--- config.mk ---
export PLATFORM = sky130hd
export DESIGN_NAME = vag_adpcm_decoder
export DESIGN_NICKNAME = d
export VERILOG_FILES = /design/src/rtl/core/vad_pkg.sv /design/src/rtl/core/vag_adpcm_decoder.sv
export SDC_FILE = /design/constraint.sdc
export NUM_CORES = 1
export LEC_CHECK = 0
export BUFFER_PORTS_ARGS = -buffer_cell sky130_fd_sc_hd__buf_2
export CAP_MARGIN = 10
export CORE_UTILIZATION = 55
export CTS_BUF_LIST = sky130_fd_sc_hd__clkbuf_16
export DETAILED_ROUTE_END_ITERATION = 8
export PLACE_DENSITY = 0.71
export RECOVER_POWER = 100
export SLEW_MARGIN = 20
export SYNTH_ARGS = -nofsm -noshare
export SYNTH_HDL_FRONTEND = slang
export SYNTH_SLANG_ARGS = --single-unit
--- constraint.sdc ---
create_clock -name i_clk -period 11.32 [get_ports i_clk]
set_clock_uncertainty 0.15 [all_clocks]
set_input_delay 2.264 -clock i_clk [delete_from_list [all_inputs] [get_ports i_clk]]
set_output_delay 2.264 -clock i_clk [all_outputs]
set_load 0.02 [all_outputs]
--- src/rtl/core/vad_pkg.sv ---
// ============================================================================
// VAG ADPCM decoder package
// Shared payload types, state machine encoding, constants and the predictor
// coefficient tables for the VAG ADPCM decoder.
// ============================================================================
package vad_pkg;

    // Defaults for the top level parameters.
    localparam int CHANNELS_DEF  = 2;
    localparam int FRAC_BITS_DEF = 6;

    // History integer bits above the fraction (history width = this + FRAC_BITS).
    localparam int HIST_INT_BITS = 18;

    // Predictor coefficients are signed values in 1/64 units.
    localparam int COEF_W     = 8;
    localparam int COEF_SHIFT = 6;

    // The nibble lands in bits 15..12 of a 16-bit word before the shift.
    localparam int NIB_POS = 12;

    // Positions within the 16-byte line and the flag code that stops it.
    localparam logic [3:0] HEADER_POS = 4'd0;
    localparam logic [3:0] FLAGS_POS  = 4'd1;
    localparam logic [7:0] STOP_FLAG  = 8'h07;

    typedef struct packed {
        logic [7:0] data_byte;
        logic       chan;
        logic       clear_history;
    } t_in;

    typedef struct packed {
        logic signed [15:0] pcm_sample;
        logic               out_chan;
        logic               last_of_pair;
    } t_out;

    typedef enum logic [2:0] {
        ST_IDLE,
        ST_READ,
        ST_LOAD,
        ST_MUL_A,
        ST_MUL_B,
        ST_SUM,
        ST_EMIT,
        ST_WB
    } t_state;

    // First tap: weight of the most recent sample. Unknown filters predict nothing.
    function automatic logic signed [COEF_W-1:0] coef_one(input logic [3:0] filt);
        logic signed [COEF_W-1:0] c;
        case (filt)
            4'd1:    c = 8'sd60;
            4'd2:    c = 8'sd115;
            4'd3:    c = 8'sd98;
            4'd4:    c = 8'sd122;
            default: c = 8'sd0;
        endcase
        return c;
    endfunction

    // Second tap: weight of the sample before that.
    function automatic logic signed [COEF_W-1:0] coef_two(input logic [3:0] filt);
        logic signed [COEF_W-1:0] c;
        case (filt)
            4'd2:    c = -8'sd52;
            4'd3:    c = -8'sd55;
            4'd4:    c = -8'sd60;
            default: c = 8'sd0;
        endcase
        return c;
    endfunction

endpackage

--- src/rtl/core/vag_adpcm_decoder.sv ---
// ============================================================================
// VAG ADPCM decoder
// Decodes interleaved-channel VAG ADPCM bytes into saturated 16-bit PCM.
// ============================================================================
// The decoder takes one ADPCM byte per input transfer, tagged with a channel,
// and handles one byte at a time. Each channel walks its own 16-byte line:
// the header byte sets shift and filter, the flags byte may stop the rest of
// the line (flag value 7), and each of the fourteen data bytes produces two
// output transfers, low nibble first, the second marked by last_of_pair. A
// header or flags byte, or a data byte of a stopped line, goes from the load
// state straight to the write-back state. For a data byte, one shared
// multiplier performs the four predictor multiplies, the two of each sample
// in successive states; each sample then passes a summing state and an
// output state that waits while the output side stalls. A byte whose channel
// is at or above CHANNELS is dropped in the read state, with no output. The
// per-channel state (two history samples, line position, shift, filter and
// stop flag) lives in one small memory with a registered read; it is read
// after the input transfer, worked on in local registers and written back
// before the next byte is taken, so no two accesses to an entry overlap.
// Entries read as zero until first written, and clear_history zeroes the
// channel state before the byte is used, starting a new line.
module vag_adpcm_decoder #(
    parameter int CHANNELS  = vad_pkg::CHANNELS_DEF,
    parameter int FRAC_BITS = vad_pkg::FRAC_BITS_DEF
) (
    input  logic          i_clk,
    input  logic          i_rst_n,
    input  logic          i_valid,
    output logic          o_ready,
    input  vad_pkg::t_in  i_data,
    output logic          o_valid,
    input  logic          i_ready,
    output vad_pkg::t_out o_data
);
    import vad_pkg::*;

    localparam int HIST_BITS = HIST_INT_BITS + FRAC_BITS;
    localparam int PROD_W    = HIST_BITS + COEF_W;
    localparam int ACC_W     = HIST_BITS + 3;
    localparam int RND_W     = HIST_BITS + 1;
    localparam int AW        = (CHANNELS > 1) ? $clog2(CHANNELS) : 1;

    localparam logic signed [ACC_W-1:0] HMAX =
        ACC_W'((64'sd1 <<< (HIST_BITS - 1)) - 64'sd1);
    localparam logic signed [ACC_W-1:0] HMIN = -HMAX - ACC_W'(1);
    localparam logic signed [RND_W-1:0] HALF = RND_W'(64'sd1 <<< (FRAC_BITS - 1));
    localparam logic signed [RND_W-1:0] PCM_MAX = RND_W'(32767);
    localparam logic signed [RND_W-1:0] PCM_MIN = -RND_W'(32768);

    typedef struct packed {
        logic signed [HIST_BITS-1:0] h1;
        logic signed [HIST_BITS-1:0] h2;
        logic [3:0]                  pos;
        logic [3:0]                  shift;
        logic [3:0]                  filt;
        logic                        stop;
    } t_entry;

    // Channel state memory and its per-entry written marks.
    t_entry                mem [CHANNELS];
    t_entry                r_rd;
    logic [CHANNELS-1:0]   r_vld;

    t_state                r_state, n_state;
    t_in                   r_in;
    logic signed [HIST_BITS-1:0] r_h1, r_h2;
    logic [3:0]            r_pos, r_shift, r_filt;
    logic                  r_stop;
    logic                  r_nib_hi;
    logic signed [PROD_W-1:0] r_prod;
    logic signed [ACC_W-1:0]  r_acc;
    t_out                  r_out;
    logic                  r_out_valid;

    logic [AW-1:0]         w_addr;
    logic                  w_chan_ok;
    t_entry                w_cur;
    logic                  w_data_go;
    logic                  w_slot_free;
    logic                  w_emit;
    logic                  w_wr;
    logic                  w_accept;

    logic [3:0]                  w_nib;
    logic signed [15:0]          w_v16;
    logic signed [15:0]          w_vsh;
    logic signed [ACC_W-1:0]     w_vscaled;
    logic signed [HIST_BITS-1:0] w_mul_a;
    logic signed [COEF_W-1:0]    w_mul_c;
    logic signed [ACC_W-1:0]     w_prod_q;
    logic signed [ACC_W-1:0]     w_sum;
    logic signed [HIST_BITS-1:0] w_sum_sat;
    logic signed [RND_W-1:0]     w_rnd;
    logic signed [15:0]          w_pcm;

    assign w_addr      = AW'(r_in.chan);
    assign w_chan_ok   = (32'(r_in.chan) < CHANNELS);
    assign w_slot_free = !r_out_valid || i_ready;
    assign w_accept    = i_valid && o_ready;

    // Entry as seen after reset marks and the clear request are applied.
    assign w_cur     = (r_vld[w_addr] && !r_in.clear_history) ? r_rd : '0;
    assign w_data_go = (w_cur.pos != HEADER_POS) && (w_cur.pos != FLAGS_POS) && !w_cur.stop;

    // Nibble value: placed in the top bits, arithmetic shift, scaled to Q format.
    assign w_nib     = r_nib_hi ? r_in.data_byte[7:4] : r_in.data_byte[3:0];
    assign w_v16     = {w_nib, {NIB_POS{1'b0}}};
    assign w_vsh     = w_v16 >>> r_shift;
    assign w_vscaled = ACC_W'(w_vsh) <<< FRAC_BITS;

    // The shared multiplier takes the first tap, then the second.
    assign w_mul_a  = (r_state == ST_MUL_A) ? r_h1 : r_h2;
    assign w_mul_c  = (r_state == ST_MUL_A) ? coef_one(r_filt) : coef_two(r_filt);
    assign w_prod_q = ACC_W'(r_prod >>> COEF_SHIFT);

    always_comb begin
        w_sum = r_acc + w_prod_q;
        if (w_sum > HMAX) begin
            w_sum_sat = HIST_BITS'(HMAX);
        end else if (w_sum < HMIN) begin
            w_sum_sat = HIST_BITS'(HMIN);
        end else begin
            w_sum_sat = HIST_BITS'(w_sum);
        end
    end

    // Round half up to integer units, then saturate to 16 bits.
    always_comb begin
        w_rnd = (RND_W'(r_h1) + HALF) >>> FRAC_BITS;
        if (w_rnd > PCM_MAX) begin
            w_pcm = 16'sh7fff;
        end else if (w_rnd < PCM_MIN) begin
            w_pcm = -16'sh8000;
        end else begin
            w_pcm = 16'(w_rnd);
        end
    end

    // Next state.
    always_comb begin
        n_state = r_state;
        case (r_state)
            ST_IDLE:  if (i_valid) n_state = ST_READ;
            ST_READ:  n_state = w_chan_ok ? ST_LOAD : ST_IDLE;
            ST_LOAD:  n_state = w_data_go ? ST_MUL_A : ST_WB;
            ST_MUL_A: n_state = ST_MUL_B;
            ST_MUL_B: n_state = ST_SUM;
            ST_SUM:   n_state = ST_EMIT;
            ST_EMIT: begin
                if (w_slot_free) begin
                    n_state = r_nib_hi ? ST_WB : ST_MUL_A;
                end
            end
            ST_WB:    n_state = ST_IDLE;
            default:  n_state = ST_IDLE;
        endcase
    end

    // State machine outputs.
    always_comb begin
        o_ready = 1'b0;
        w_emit  = 1'b0;
        w_wr    = 1'b0;
        case (r_state)
            ST_IDLE: o_ready = 1'b1;
            ST_EMIT: w_emit  = w_slot_free;
            ST_WB:   w_wr    = 1'b1;
            default: begin
                o_ready = 1'b0;
            end
        endcase
    end

    always_ff @(posedge i_clk) begin
        if (!i_rst_n) begin
            r_state     <= ST_IDLE;
            r_vld       <= '0;
            r_out_valid <= 1'b0;
        end else begin
            r_state <= n_state;
            if (w_wr) begin
                r_vld[w_addr] <= 1'b1;
            end
            if (w_emit) begin
                r_out_valid <= 1'b1;
            end else if (i_ready) begin
                r_out_valid <= 1'b0;
            end
        end
    end

    // State memory: registered read, write-back at the end of a byte.
    always_ff @(posedge i_clk) begin
        if (r_state == ST_READ) begin
            r_rd <= mem[w_addr];
        end
        if (w_wr) begin
            mem[w_addr] <= '{h1: r_h1, h2: r_h2, pos: r_pos, shift: r_shift,
                             filt: r_filt, stop: r_stop};
        end
    end

    // Working registers and datapath.
    always_ff @(posedge i_clk) begin
        if (w_accept) begin
            r_in <= i_data;
        end
        case (r_state)
            ST_LOAD: begin
                r_h1     <= w_cur.h1;
                r_h2     <= w_cur.h2;
                r_pos    <= w_cur.pos + 4'd1;
                r_nib_hi <= 1'b0;
                if (w_cur.pos == HEADER_POS) begin
                    r_shift <= r_in.data_byte[3:0];
                    r_filt  <= r_in.data_byte[7:4];
                end else begin
                    r_shift <= w_cur.shift;
                    r_filt  <= w_cur.filt;
                end
                if (w_cur.pos == FLAGS_POS) begin
                    r_stop <= (r_in.data_byte == STOP_FLAG);
                end else begin
                    r_stop <= w_cur.stop;
                end
            end
            ST_MUL_A: begin
                r_prod <= PROD_W'(w_mul_a) * PROD_W'(w_mul_c);
                r_acc  <= w_vscaled;
            end
            ST_MUL_B: begin
                r_prod <= PROD_W'(w_mul_a) * PROD_W'(w_mul_c);
                r_acc  <= r_acc + w_prod_q;
            end
            ST_SUM: begin
                r_h2 <= r_h1;
                r_h1 <= w_sum_sat;
            end
            ST_EMIT: begin
                if (w_slot_free) begin
                    r_nib_hi <= 1'b1;
                end
            end
            default: begin
                r_nib_hi <= r_nib_hi;
            end
        endcase
        if (w_emit) begin
            r_out.pcm_sample   <= w_pcm;
            r_out.out_chan     <= r_in.chan;
            r_out.last_of_pair <= r_nib_hi;
        end
    end

    assign o_valid = r_out_valid;
    assign o_data  = r_out;

    // A memory read always follows an input transfer.
    a_read_after_accept: assert property (@(posedge i_clk) disable iff (!i_rst_n)
        (r_state == ST_READ) |-> $past(i_valid && o_ready))
        else $error("state read without an input transfer");

    // Multiply sequence starts only from a loaded entry or after the first sample.
    a_mul_entry: assert property (@(posedge i_clk) disable iff (!i_rst_n)
        (r_state == ST_MUL_A) |-> ($past(r_state) == ST_LOAD || $past(r_state) == ST_EMIT))
        else $error("multiply sequence entered from a wrong state");

    // A new output appears only from the output state.
    a_out_source: assert property (@(posedge i_clk) disable iff (!i_rst_n)
        $past(i_rst_n) && $rose(o_valid) |-> $past(r_state == ST_EMIT))
        else $error("output raised outside the output state");

    // Written marks are never withdrawn outside reset.
    a_vld_keep: assert property (@(posedge i_clk) disable iff (!i_rst_n)
        $past(i_rst_n) |-> ((r_vld & $past(r_vld)) == $past(r_vld)))
        else $error("written mark of a channel entry was lost");

endmodule
* After elaboration in Yosys (flattened, before gate mapping)
Memory sizes are Yosys's and may differ from the RTL's. A register that Yosys moved wholly into a read port is not among the register bits.
Cells that the tools add are included.
** Word-level totals
- Flip-flop bits (word level) :: 155
- Memories kept :: 1
- Bits in read-only memories :: 0
- Input port bits :: 14
- Memory bits (writable) :: 122
- Logic and storage cells :: 99
- Latch bits :: 0
** Operators by class
- Muxes and demuxes :: 33
- $mul :: 1
- $add $sub $neg :: 3
- Shifts and indexed selects :: 1
- $lt $le $gt $ge :: 6
- Reductions and logical operators :: 19
- Eq/ne operators :: 16
- Bitwise logic cells :: 1
- Divide/modulo/power cells :: 0
** Memory list
- mem :: words 2, width 61, rd ports 1, clocked after Yosys merged registers in 1, wr ports 1, line vag_adpcm_decoder.sv:60 : t_entry mem [CHANNELS];
** Operator list (number)
- $pmux 24 s2 :: 2
- $mux 24 :: 3
- $mux 61 :: 1
- $pmux 27 s2 :: 1
- $mul 24x8->32 :: 1
- $pmux 7 s4 :: 1
- $add 27x26->27 :: 1
- $gt 27x24->1 const B :: 1
- $lt 27x24->1 const B :: 1
- $add 24x7->25 const B :: 1
- $pmux 3 s8 :: 1
- $pmux 8 s3 :: 1
- $gt 19x16->1 const B :: 1
- $lt 19x16->1 const B :: 1
- $mux 16 :: 1
- $sshr 16x4->16 :: 1
- $eq 3x3->1 const B :: 4
- $mux 1 :: 12
- $mux 3 :: 4
- $mux 4 :: 3
- $eq 4x1->1 const B :: 2
- $eq 4x2->1 const B :: 2
- $eq 8x3->1 const B :: 1
- $mux 8 :: 1
- 20 further kinds :: 32

* Depth between registers and ports, before layout
Gate-level depths: netlist of run 1.
- Word-level depth :: 9
- Depth in mapped cells :: 24
- Mapped depth without buffers :: 22

* Worst setup path after synthesis of run 1
Ideal clock, no wire load.
- Path kind :: reg-to-reg
- Start :: reg r_state[1]
- End :: reg r_prod[31] (data pin)
- Required time :: 10.899 ns
- Clock period less this slack :: 6.772 ns
- Data arrival time :: 6.351 ns
- Path buffers :: 4
- Stages on the path, launching flop included :: 23
- Setup slack :: 4.548 ns
- Cell sequence :: dfxtp_1 -> clkbuf_1 -> nand3b_1 -> buf_1 -> buf_1 -> clkbuf_1 -> mux2i_1 -> nor2_1 -> fa_1 -> fa_1 -> fa_1 -> inv_1 -> fa_1 -> inv_1 -> ha_1 -> o21ai_0 -> a21oi_1 -> a221oi_1 -> a21oi_1 -> o21ai_0 -> a21oi_1 -> a2111oi_0 -> xnor2_1
** On the way
- Word-level cells in the longest chain between the ends :: 3
- Elaborated cells on any way between the ends :: 4
- Classes of those cells :: mul: 1; eq/ne: 1; mux: 2
** RTL lines
- start, declared :: line vag_adpcm_decoder.sv:64 : t_state r_state, n_state;
- start signal, assigned :: line vag_adpcm_decoder.sv:180 : r_state <= n_state;
- $eq 3x2->1 * :: line vag_adpcm_decoder.sv:112, vag_adpcm_decoder.sv:113, vag_adpcm_decoder.sv:208
- $mux 24 or $mux 8 (tied branches) :: line vag_adpcm_decoder.sv:112, vag_adpcm_decoder.sv:113
- $mul 24x8->32 * :: line vag_adpcm_decoder.sv:228, vag_adpcm_decoder.sv:232
- end signal, assigned :: line vag_adpcm_decoder.sv:228 : r_prod <= PROD_W'(w_mul_a) * PROD_W'(w_mul_c);
- end signal, assigned :: line vag_adpcm_decoder.sv:232 : r_prod <= PROD_W'(w_mul_a) * PROD_W'(w_mul_c);
- end, declared :: line vag_adpcm_decoder.sv:70 : logic signed [PROD_W-1:0] r_prod;
Mark *: on every way between the ends. The rest lies on a longest branch, timed or not.
A chain may end at the register's enable or synchronous reset.

* Worst setup path in the final report of run 1
- Start :: reg r_filt[1]
- End :: reg r_prod[31] (data pin)
** On the way
- Word-level cells in the longest chain between the ends :: 4
- Elaborated cells on any way between the ends :: 8
- Classes of those cells :: mul: 1; eq/ne: 4; mux: 3
** RTL lines
- start, declared :: line vag_adpcm_decoder.sv:67 : logic [3:0] r_pos, r_shift, r_filt;
- start signal, assigned :: line vag_adpcm_decoder.sv:216 : r_filt <= r_in.data_byte[7:4];
- start signal, assigned :: line vag_adpcm_decoder.sv:219 : r_filt <= w_cur.filt;
- $eq 4x3->1 (tied with other cells) :: line vad_pkg.sv:53, vad_pkg.sv:66
- $pmux 7 s4 or $pmux 8 s3 (tied branches) :: line vad_pkg.sv:53, vad_pkg.sv:66
- $mux 8 * :: line vag_adpcm_decoder.sv:113 : assign w_mul_c = (r_state == ST_MUL_A) ? coef_one(r_filt) : coef_two(r_filt);
- $mul 24x8->32 * :: line vag_adpcm_decoder.sv:228, vag_adpcm_decoder.sv:232
Marked as above.

==> flow_summary.yaml, run 1 <==
critical_path:
  criticalPathCategory: "reg2reg"
  reg2regPathDepth: 20
  regToRegEndpoint: "r_prod[31]"
  rrSetupSlack_ps: 3610
  reg2reg_from: "r_filt[1]"
  cp-start-kind: "register"
  cp_max_fo: 24
  arrival_ps: 7830
  end_kind: "register"
  cp_data_required_time_ps: 11450
power_and_ir_drop:
  power_density_nw_per_um2: 158
  peakVddDrop_uv: 94.7
  power_leakage_nw: 9.05
logic_synthesis:
  yosys_most_used_dff: "edfxtp_1"
  synthTopCellsByCount: "326 x edfxtp_1, 213 x inv_1, 184 x nor2_1, 150 x fa_1, 126 x nand2_1"
  yosysMostFrequentCell: "edfxtp_1"
  syn_avg_cell_area_um2: 11.7
  synth_area_leaders: "edfxtp_1 47%, fa_1 14%, ha_1 5.3%"
  synth_area_um2: 20900
  ys_ff_latch: 332
  netlist-cell-type-count: 73
  synth_top_area_cell: "edfxtp_1"
  syn_inst: 1780
  async_flop_share_pct: 0
  synth_edf_count: 326
  ys_seq_area_share_pct: 47.5
  syn-num-nets: 2033
  synth_top_area_share_pct: 46.9
  synth_warnings: 0
sta:
  fin_setup_tns_ps: 0
  hold_viol: 0
  fmax_mhz: 130
  finalCritPeriodShare_pct: 68.1
  finalSetupViolCount: 0
  finalMaxSlewViolations: 404
  tightest_slew_ps: 4150
  slew-limit-headroom_pct: -177
  period_minus_slack_ps: 7710
  rsz0062_at_grt: "no"
  whs_ps: 305
clock_network:
  cts-resized-gates: 0
  cts.sinks: 332
  cts_tree: "yes"
  cts.reportedPaths.clkPinSlew_ps: 60
  cts_made_buffers: 36
  cts_buffer_depth: 3
  cts_setup_buffers: 0
  cts_root_buf: "clkbuf_16"
  clk_latency_ps: 560
  htree_levels: 2
  cts_hold_buf: 0
hold_path:
  min_to: "mem[1][10]"
  min-delay-start: "r_pos[1]"
  hp-class: "reg2reg"
  hold_depth: 0
die:
  core_area_um2: 37000
  std_cell_rows: 70
  die_y_um: 197
  io_pins: 34
  start_util_pct: 56.4
  die_x_um: 197
  die_area_um2: 38700
global_routing:
  top_usage_layer: "met1"
  grtUsageMet1_pct: 42.0
  grt-ovfl-total: 0
  grt_pass1_vias: 13400
  use_met3_pct: 5.27
  grt_pass1_wl_mm: 80.7
  grt_max_degree: 66
  antenna_found_initial: 0
  grt_use_total_pct: 28.1
  met2_usage_pct: 41.7
final_layout:
  fin_cells: 2330
  area_growth_pct: 8.33
  finish.net_count: 2054
  final_layout_size_suffix_gt1_share_pct: 9.97
  antenna_cells: 0
run:
  maxCapViolations: 9
status:
  failed_checks: "capacitance limit, slew limit"
  outcome: "finished, violations left"
placed_design:
  dpl.hpwl_mm: 37.1
  io_buffers: 33
  dp_cells: 2267
  routabilityCongestion: 0.945
route:
  viasPerCell: 5.90
  vias: 13700
  postRouteAntennaNets: 0
  drt-wirelength-per-cell_um: 22.4
  wirelength_mm: 52.3
  drcViolationCount: 0
  drt_iter0_markers: 1279
  first_pass_iters: 6
per-layer routing:
metal  share of wire, %  wire, µm
met1                 44     23000
met2                 44     23200
met3                8.8      4610
met4                2.8      1470
met5                  0         0
per-stage QoR:
step	setup WS [ps]	total power, mW	instance area, µm²	util [%]
floorplan	4550	2.12	20900	-
global placement	4070	2.39	21600	58.3
detailed placement	3760	2.40	21600	58.3
CTS	3730	3.57	22700	61.5
global route	3170	3.71	22600	61.1
finish	3610	3.56	22600	61.1
worst max path at each step:
stage               slack [ps]         end  startpoint  cells past startpoint
floorplan                 4550  r_prod[31]  r_state[1]                     22
finish                    3610  r_prod[31]   r_filt[1]                     20
CTS                       3730  r_prod[31]   r_filt[2]                     19
detailed placement        3760  r_prod[31]   r_filt[2]                     19
global route              3170  r_prod[31]   r_filt[1]                     20
global placement          4070  r_prod[31]   r_filt[0]                     20
where the power goes:
group	internal (mW)	switching, mW	total [mW]
combinational	0.282	0.541	0.822
sequential	1.49	0.0898	1.58
clock	0.667	0.493	1.16
total	2.44	1.12	3.56
final cells by class:
cell class / count / area [µm²]
inverters: 213 / 800
fillers: 2964 / 14400
repair buffers: 56 / 251
flip-flops and latches: 332 / 9910
clock buffers: 37 / 926
multi-input cells: 1162 / 9840
clock inverters: 26 / 238
well taps: 504 / 631
logic make-up after synthesis:
family          Yosys count  synth area share (%)
compound gates          237                  7.90
buf+inv                 286                  5.24
xor+xnor                 70                  2.98
flops                   332                  47.5
simple gates            525                  11.8
mux                      91                  4.81
fa+ha+maj               239                  19.7
worst max-delay path, stage by stage, from the launching register on:
cell       delay, ps
edfxtp_1         490
nor2_1           210
nand2_1           90
a21oi_1          630
nand2_1          750
nor2_1           380
fa_1             470
fa_1             530
fa_1             550
inv_1             60
fa_1             550
inv_1             50
ha_1             340
a21o_1           200
a21o_1           170
a221oi_1         370
a21oi_1          190
o21ai_0          440
a21oi_1          190
a2111oi_0        520
xnor2_1          120
sequential cells by signal, indices dropped and copies added, names as in the netlist:
signal    flops
mem         122
o_data       18
o_valid       1
r_acc        27
r_filt        4
r_h1         24
r_h2         24
r_in          9
r_nib_hi      1
r_pos         4
r_prod       26
r_rd         61
r_shift       4
r_state       3
r_stop        1
r_vld         2
w_addr        1
placed cells by master (no fill, tap or decap), types with 8 or more instances in the layout:
cell | synthesis | routed
a221o_2 | 11 | 11
xor2_1 | 30 | 30
edfxtp_1 | 326 | 326
buf_2 | 4 | 9
nand4_1 | 8 | 8
buf_4 | 0 | 8
inv_1 | 213 | 220
nor3_1 | 22 | 23
nand3_1 | 58 | 58
clkbuf_1 | 60 | 39
and3_1 | 12 | 12
a21oi_1 | 56 | 56
nand2_1 | 126 | 124
or3_1 | 10 | 10
xnor2_1 | 39 | 39
nor2_1 | 184 | 183
a221o_1 | 11 | 11
nor2b_1 | 8 | 8
a21o_1 | 17 | 17
mux2_2 | 64 | 62
mux2i_1 | 26 | 26
and2_1 | 34 | 28
o21ai_0 | 61 | 60
ha_1 | 89 | 89
fa_1 | 150 | 150
or2_2 | 26 | 25
clkbuf_16 | 0 | 37
nand2b_1 | 11 | 11
o21a_1 | 10 | 10
No activity file was read; power rests on OpenSTA's default activity.
==> inputs of run 2 (changes only) <==
--- a/config.mk
+++ b/config.mk
@@ -5,6 +5,7 @@
 export SDC_FILE = /design/constraint.sdc
 export NUM_CORES = 1
 export LEC_CHECK = 0
+export ABC_AREA = 1
 export BUFFER_PORTS_ARGS = -buffer_cell sky130_fd_sc_hd__buf_2
 export CAP_MARGIN = 10
 export CORE_UTILIZATION = 55
==> constraint.sdc (replaced) <==
create_clock -name i_clk -period 7.5 [get_ports i_clk]
set_clock_uncertainty 0.15 [all_clocks]
set_input_delay 1.5 -clock i_clk [delete_from_list [all_inputs] [get_ports i_clk]]
set_output_delay 1.5 -clock i_clk [all_outputs]
set_load 0.02 [all_outputs]
==> flow_summary.yaml, run 2 <==
final_layout:
  mostFrequentLayoutCells: "605 x nand2_1, 384 x inv_1, 326 x edfxtp_1"
  antenna_cells: 0
  fin_area_um2: 23300
  regArea_um2: 9910
  layout_commonest_cell: "nand2_1"
  multi_input_area_um2: 9970
  top_register: "mem"
  largest_reg_flops: 122
  area_growth_pct: 8.07
  finish.net_count: 2598
  final_layout_size_suffix_gt1_share_pct: 4.56
  fillers: 3304
  top_regs: "mem (122), r_rd (61), r_acc (27)"
logic_synthesis:
  syn_inst: 2305
  synth_warnings: 0
  synth_top_area_share_pct: 45.3
  yosysMostFrequentCell: "nand2_1"
  synthTopCellsByCount: "603 x nand2_1, 377 x inv_1, 326 x edfxtp_1, 270 x nor2_1, 150 x fa_1"
  synth_area_um2: 21600
  synth_edf_count: 326
  yosys_most_used_dff: "edfxtp_1"
  syn_avg_cell_area_um2: 9.37
  synth_area_leaders: "edfxtp_1 45%, fa_1 14%, nand2_1 10%"
  ys_ff_latch: 332
  async_flop_share_pct: 0
  netlist-cell-type-count: 49
  syn-num-nets: 2558
  ys_seq_area_share_pct: 45.9
  synth_top_area_cell: "edfxtp_1"
global_routing:
  grt_use_total_pct: 28.2
  grt-ovfl-total: 0
  grt_max_degree: 63
  antenna_found_initial: 0
  grt_pass1_wl_mm: 86.9
  grt_pass1_vias: 16200
hold_path:
  min_to: "mem[1][0]"
  hold_depth: 0
  min-delay-start: "r_stop"
  hp-class: "reg2reg"
sta:
  slew-limit-headroom_pct: -132
  rsz0062_at_grt: "no"
  fmax_mhz: 147
  setup_slack_ps: 703
  finalSetupViolCount: 0
  hold_viol: 0
  fin_setup_tns_ps: 0
  tightest_slew_ps: 3480
  whs_ps: 296
  finalCritPeriodShare_pct: 90.6
  period_minus_slack_ps: 6800
  finalMaxSlewViolations: 434
route:
  drt_iter0_markers: 1233
  first_pass_iters: 8
  drt-wirelength-per-cell_um: 18.8
  viasPerCell: 5.44
  vias: 15700
  drcViolationCount: 0
  wirelength_mm: 54.4
  postRouteAntennaNets: 0
power_and_ir_drop:
  p_clk_share_pct: 30.4
  power_leakage_nw: 10.2
  power_density_nw_per_um2: 238
  power_frac_seq_pct: 42.4
  intPower_mw: 3.65
  peakVddDrop_uv: 232
  swShare_pct: 34.3
  p_comb_share_pct: 27.2
  power_switching_mw: 1.91
critical_path:
  cp_data_required_time_ps: 7710
  criticalPathCategory: "reg2reg"
  arrival_ps: 7010
  cp_max_fo: 27
  crit_chain: "nand2_1, nor2_1, inv_1, nand2_1, nand2_1, buf_4, inv_1, nand2_1, fa_1, inv_1, fa_1, fa_1, inv_1, fa_1, inv_1, ha_1, nand2_1, nor2_1, inv_1, nor3_1, nand4_1, nand2_1, xor2_1"
  critPathSlowestCell: "fa_1"
  end_kind: "register"
  regToRegEndpoint: "r_prod[28]"
  max_stage_delay_ps: 580
  cp-start-kind: "register"
  rrSetupSlack_ps: 700
  reg2regPathDepth: 23
  reg2reg_from: "r_state[0]"
die:
  std_cell_rows: 72
  start_util_pct: 55.8
  die_y_um: 200
  die_area_um2: 40100
  core_area_um2: 38700
  die_x_um: 200
  io_pins: 34
placed_design:
  routabilityCongestion: 0.911
  dpl.hpwl_mm: 40.1
  postPlaceCellArea_um2: 22400
  io_buffers: 33
  dp_slack_ps: 989
status:
  outcome: "finished, violations left"
  failed_checks: "capacitance limit, slew limit"
clock_network:
  clk_latency_ps: 560
  cts_made_buffers: 36
  cts_tree: "yes"
  cts.sinks: 332
  htree_levels: 2
  cts-resized-gates: 0
  cts.reportedPaths.clkPinSlew_ps: 60
  cts_root_buf: "clkbuf_16"
  cts_hold_buf: 0
  cts_setup_buffers: 0
  cts_buffer_depth: 3
run:
  maxCapViolations: 9
## run 2: cell count changes in the layout (fill, tap and decap cells not counted), moves of 12 or more
cell,change
and3_1,-12
and2_1,-28
mux2i_1,-25
a21oi_1,+33
inv_1,+164
o21ai_1,+17
or2_2,-14
nand2_1,+481
nor2_1,+89
mux2_2,-62
xnor2_1,-21
o21ai_0,+15
## run 2: critical path: cells and delay by family, from the launching register on
kind          cells  cell delay [ps]
simple gates     10             1980
flops             1              390
buf+inv           7             1290
fa+ha+maj         5             2540
xor+xnor          1              240
## run 2: routing by layer
| layer | up-vias | GRT usage, % | routed length, µm |
|---|---|---|---|
| met2 | 579 | 46.4 | 25500 |
| li1 | 7432 | - | - |
| met3 | 130 | 4.31 | 3570 |
| met1 | 7561 | 37.1 | 22800 |
| met4 | 0 | 12.4 | 2500 |
| met5 | - | 0 | 0 |
## run 2: power groups by stage
stage               combinational (mW)  clock (mW)  sequential [mW]
floorplan                         1.06           0             2.34
global placement                  1.50           0             2.38
detailed placement                1.52           0             2.38
CTS                               1.53        1.72             2.34
global route                      1.69        1.79             2.37
finish                            1.51        1.69             2.36
## run 2: area by class of cell
| class | instances | area share (%) |
|---|---|---|
| clock buffers | 36 | 3.86 |
| inverters | 384 | 6.17 |
| multi-input cells | 1535 | 42.7 |
| well taps | 518 | 2.78 |
| repair buffers | 56 | 1.12 |
| clock inverters | 27 | 0.911 |
| flip-flops and latches | 332 | 42.4 |
## run 2: per-stage QoR
stage          utilization, %  instances  total power [mW]
6_report                 60.3       2888              5.56
2_1_floorplan               -       2305              3.39
3_3_place_gp             57.8       2825              3.88
4_1_cts                  60.7       2888              5.59
5_1_grt                  60.3       2888              5.85
3_5_place_dp             57.8       2825              3.89
## run 2: worst max path at each step
stage / from / end / slack (ps) / cells after the start
after floorplan: r_filt[3] / r_prod[27] / 2040 / 20
after global placement: r_filt[3] / r_prod[30] / 1230 / 22
after detailed placement: r_filt[3] / r_prod[30] / 990 / 22
after CTS: r_filt[3] / r_prod[30] / 950 / 22
after global routing: r_state[0] / r_prod[31] / 310 / 23
final: r_state[0] / r_prod[28] / 700 / 23
## run 2: cell families after synthesis
logic type / count (synthesis) / synth area share, %
AND/OR/NAND/NOR: 1002 / 18.8
flip-flops: 332 / 45.9
XOR/XNOR: 54 / 2.22
buffers and inverters: 438 / 7.78
adder cells (fa/ha/maj): 239 / 19.1
multiplexers: 1 / 0.0463
AO/OA/AOI/OAI: 239 / 6.26
==> inputs of run 3 (changes only) <==
--- a/config.mk
+++ b/config.mk
@@ -9,7 +9,6 @@
 export BUFFER_PORTS_ARGS = -buffer_cell sky130_fd_sc_hd__buf_2
 export CAP_MARGIN = 10
 export CORE_UTILIZATION = 55
-export CTS_BUF_LIST = sky130_fd_sc_hd__clkbuf_16
 export DETAILED_ROUTE_END_ITERATION = 8
 export PLACE_DENSITY = 0.71
 export RECOVER_POWER = 100
==> flow_summary.yaml, run 3 (same netlist as run 2, synthesis figures left out) <==
power_and_ir_drop:
  p_comb_share_pct: 27.1
  intPower_mw: 3.68
  power_frac_seq_pct: 42.1
  peakVddDrop_uv: 231
  total_power_mw: 5.60
  swShare_pct: 34.3
  power_switching_mw: 1.92
  power_density_nw_per_um2: 240
  p_clk_share_pct: 30.8
  power_leakage_nw: 10.2
clock_network:
  clk_latency_ps: 560
  cts_buffer_depth: 3
  cts.reportedPaths.clkPinSlew_ps: 60
  htree_levels: 2
  cts_root_buf: "clkbuf_16"
  cts_made_buffers: 36
  cts_setup_buffers: 0
  cts.sinks: 332
  cts-resized-gates: 0
  cts_tree: "yes"
  cts_hold_buf: 0
placed_design:
  postPlaceCellArea_um2: 22400
  routabilityCongestion: 0.911
  io_buffers: 33
  dpl.hpwl_mm: 40.1
final_layout:
  finish.net_count: 2598
  final_layout_size_suffix_gt1_share_pct: 4.64
  largest_reg_flops: 122
  mostFrequentLayoutCells: "605 x nand2_1, 379 x inv_1, 326 x edfxtp_1"
  top_regs: "mem (122), r_rd (61), r_acc (27)"
  layout_commonest_cell: "nand2_1"
  top_register: "mem"
  area_growth_pct: 8.16
  fin_area_um2: 23400
  antenna_cells: 0
die:
  start_util_pct: 55.8
  die_area_um2: 40100
  die_x_um: 200
  io_pins: 34
  std_cell_rows: 72
  die_y_um: 200
  core_area_um2: 38700
route:
  postRouteAntennaNets: 0
  drt-wirelength-per-cell_um: 18.8
  first_pass_iters: 8
  wirelength_mm: 54.4
  vias: 15700
  viasPerCell: 5.43
  drcViolationCount: 0
  drt_iter0_markers: 1147
sta:
  whs_ps: 297
  fmax_mhz: 145
  hold_viol: 0
  slew-limit-headroom_pct: -134
  period_minus_slack_ps: 6880
  finalMaxSlewViolations: 462
  tightest_slew_ps: 3520
  fin_setup_tns_ps: 0
  finalCritPeriodShare_pct: 91.7
  finalSetupViolCount: 0
  rsz0062_at_grt: "no"
critical_path:
  cp-start-kind: "register"
  cp_max_fo: 27
  criticalPathCategory: "reg2reg"
  end_kind: "register"
  reg2regPathDepth: 23
  cp_data_required_time_ps: 7710
  arrival_ps: 7080
global_routing:
  grt_pass1_vias: 16200
  grt_use_total_pct: 28.2
  antenna_found_initial: 0
  grt_max_degree: 63
  grt_pass1_wl_mm: 86.9
  grt-ovfl-total: 0
hold_path:
  hold_depth: 0
  hp-class: "reg2reg"
status:
  outcome: "finished, violations left"
  failed_checks: "capacitance limit, slew limit"
run:
  maxCapViolations: 10
run 3: changes by cell type in the layout (fill, tap and decap cells not counted):
cell      delta
clkbuf_8     +2
clkbuf_1     +5
inv_1        -5
clkinv_1     -2
run 3: path summary, 6_finish.rpt:
kind                                  from         end  slack [ps]
worst min register to register      r_stop   mem[1][0]         300
worst max-delay path            r_state[0]  r_prod[28]         620
worst max register to register  r_state[0]  r_prod[28]         620
worst min-delay path                r_stop   mem[1][0]         300
run 3: routing by layer:
layer	track usage [%]	vias to the layer above	part of all wire (%)
li1	-	7436	-
met1	37.1	7568	42
met2	46.4	557	47
met3	4.31	125	6.6
met4	12.4	0	4.6
met5	0	-	0
run 3: power groups by stage:
stage | combinational, mW | clock, mW | sequential (mW)
6_report | 1.52 | 1.73 | 2.36
5_1_grt | 1.69 | 1.82 | 2.37
4_1_cts | 1.53 | 1.75 | 2.34
3_5_place_dp | 1.52 | 0 | 2.38
3_3_place_gp | 1.50 | 0 | 2.38
2_1_floorplan | 1.06 | 0 | 2.34
run 3: worst max-delay path, cell delays in order, from the launching register on:
cell,delay (ps)
dfxtp_1,390
nand2_1,100
nor2_1,480
inv_1,560
nand2_1,200
nand2_1,310
buf_4,310
inv_1,170
nand2_1,100
fa_1,530
inv_1,60
fa_1,480
fa_1,550
inv_1,60
fa_1,580
inv_1,60
ha_1,400
nand2_1,150
nor2_1,180
inv_1,80
nor3_1,240
nand4_1,140
nand2_1,130
xor2_1,240
run 3: layout make-up:
cell class / instances / area [µm²]
fillers: 3304 / 15400
well taps: 518 / 648
clock buffers: 43 / 947
repair buffers: 56 / 262
clock inverters: 20 / 186
inverters: 384 / 1440
multi-input cells: 1535 / 9970
flip-flops and latches: 332 / 9910
run 3: through the flow:
step | instances | worst slack, ps | utilization (%)
detailed placement | 2825 | 989 | 57.8
global route | 2888 | 309 | 60.3
finish | 2888 | 624 | 60.3
CTS | 2888 | 947 | 60.7
floorplan | 2305 | 2040 | -
global placement | 2825 | 1230 | 57.8
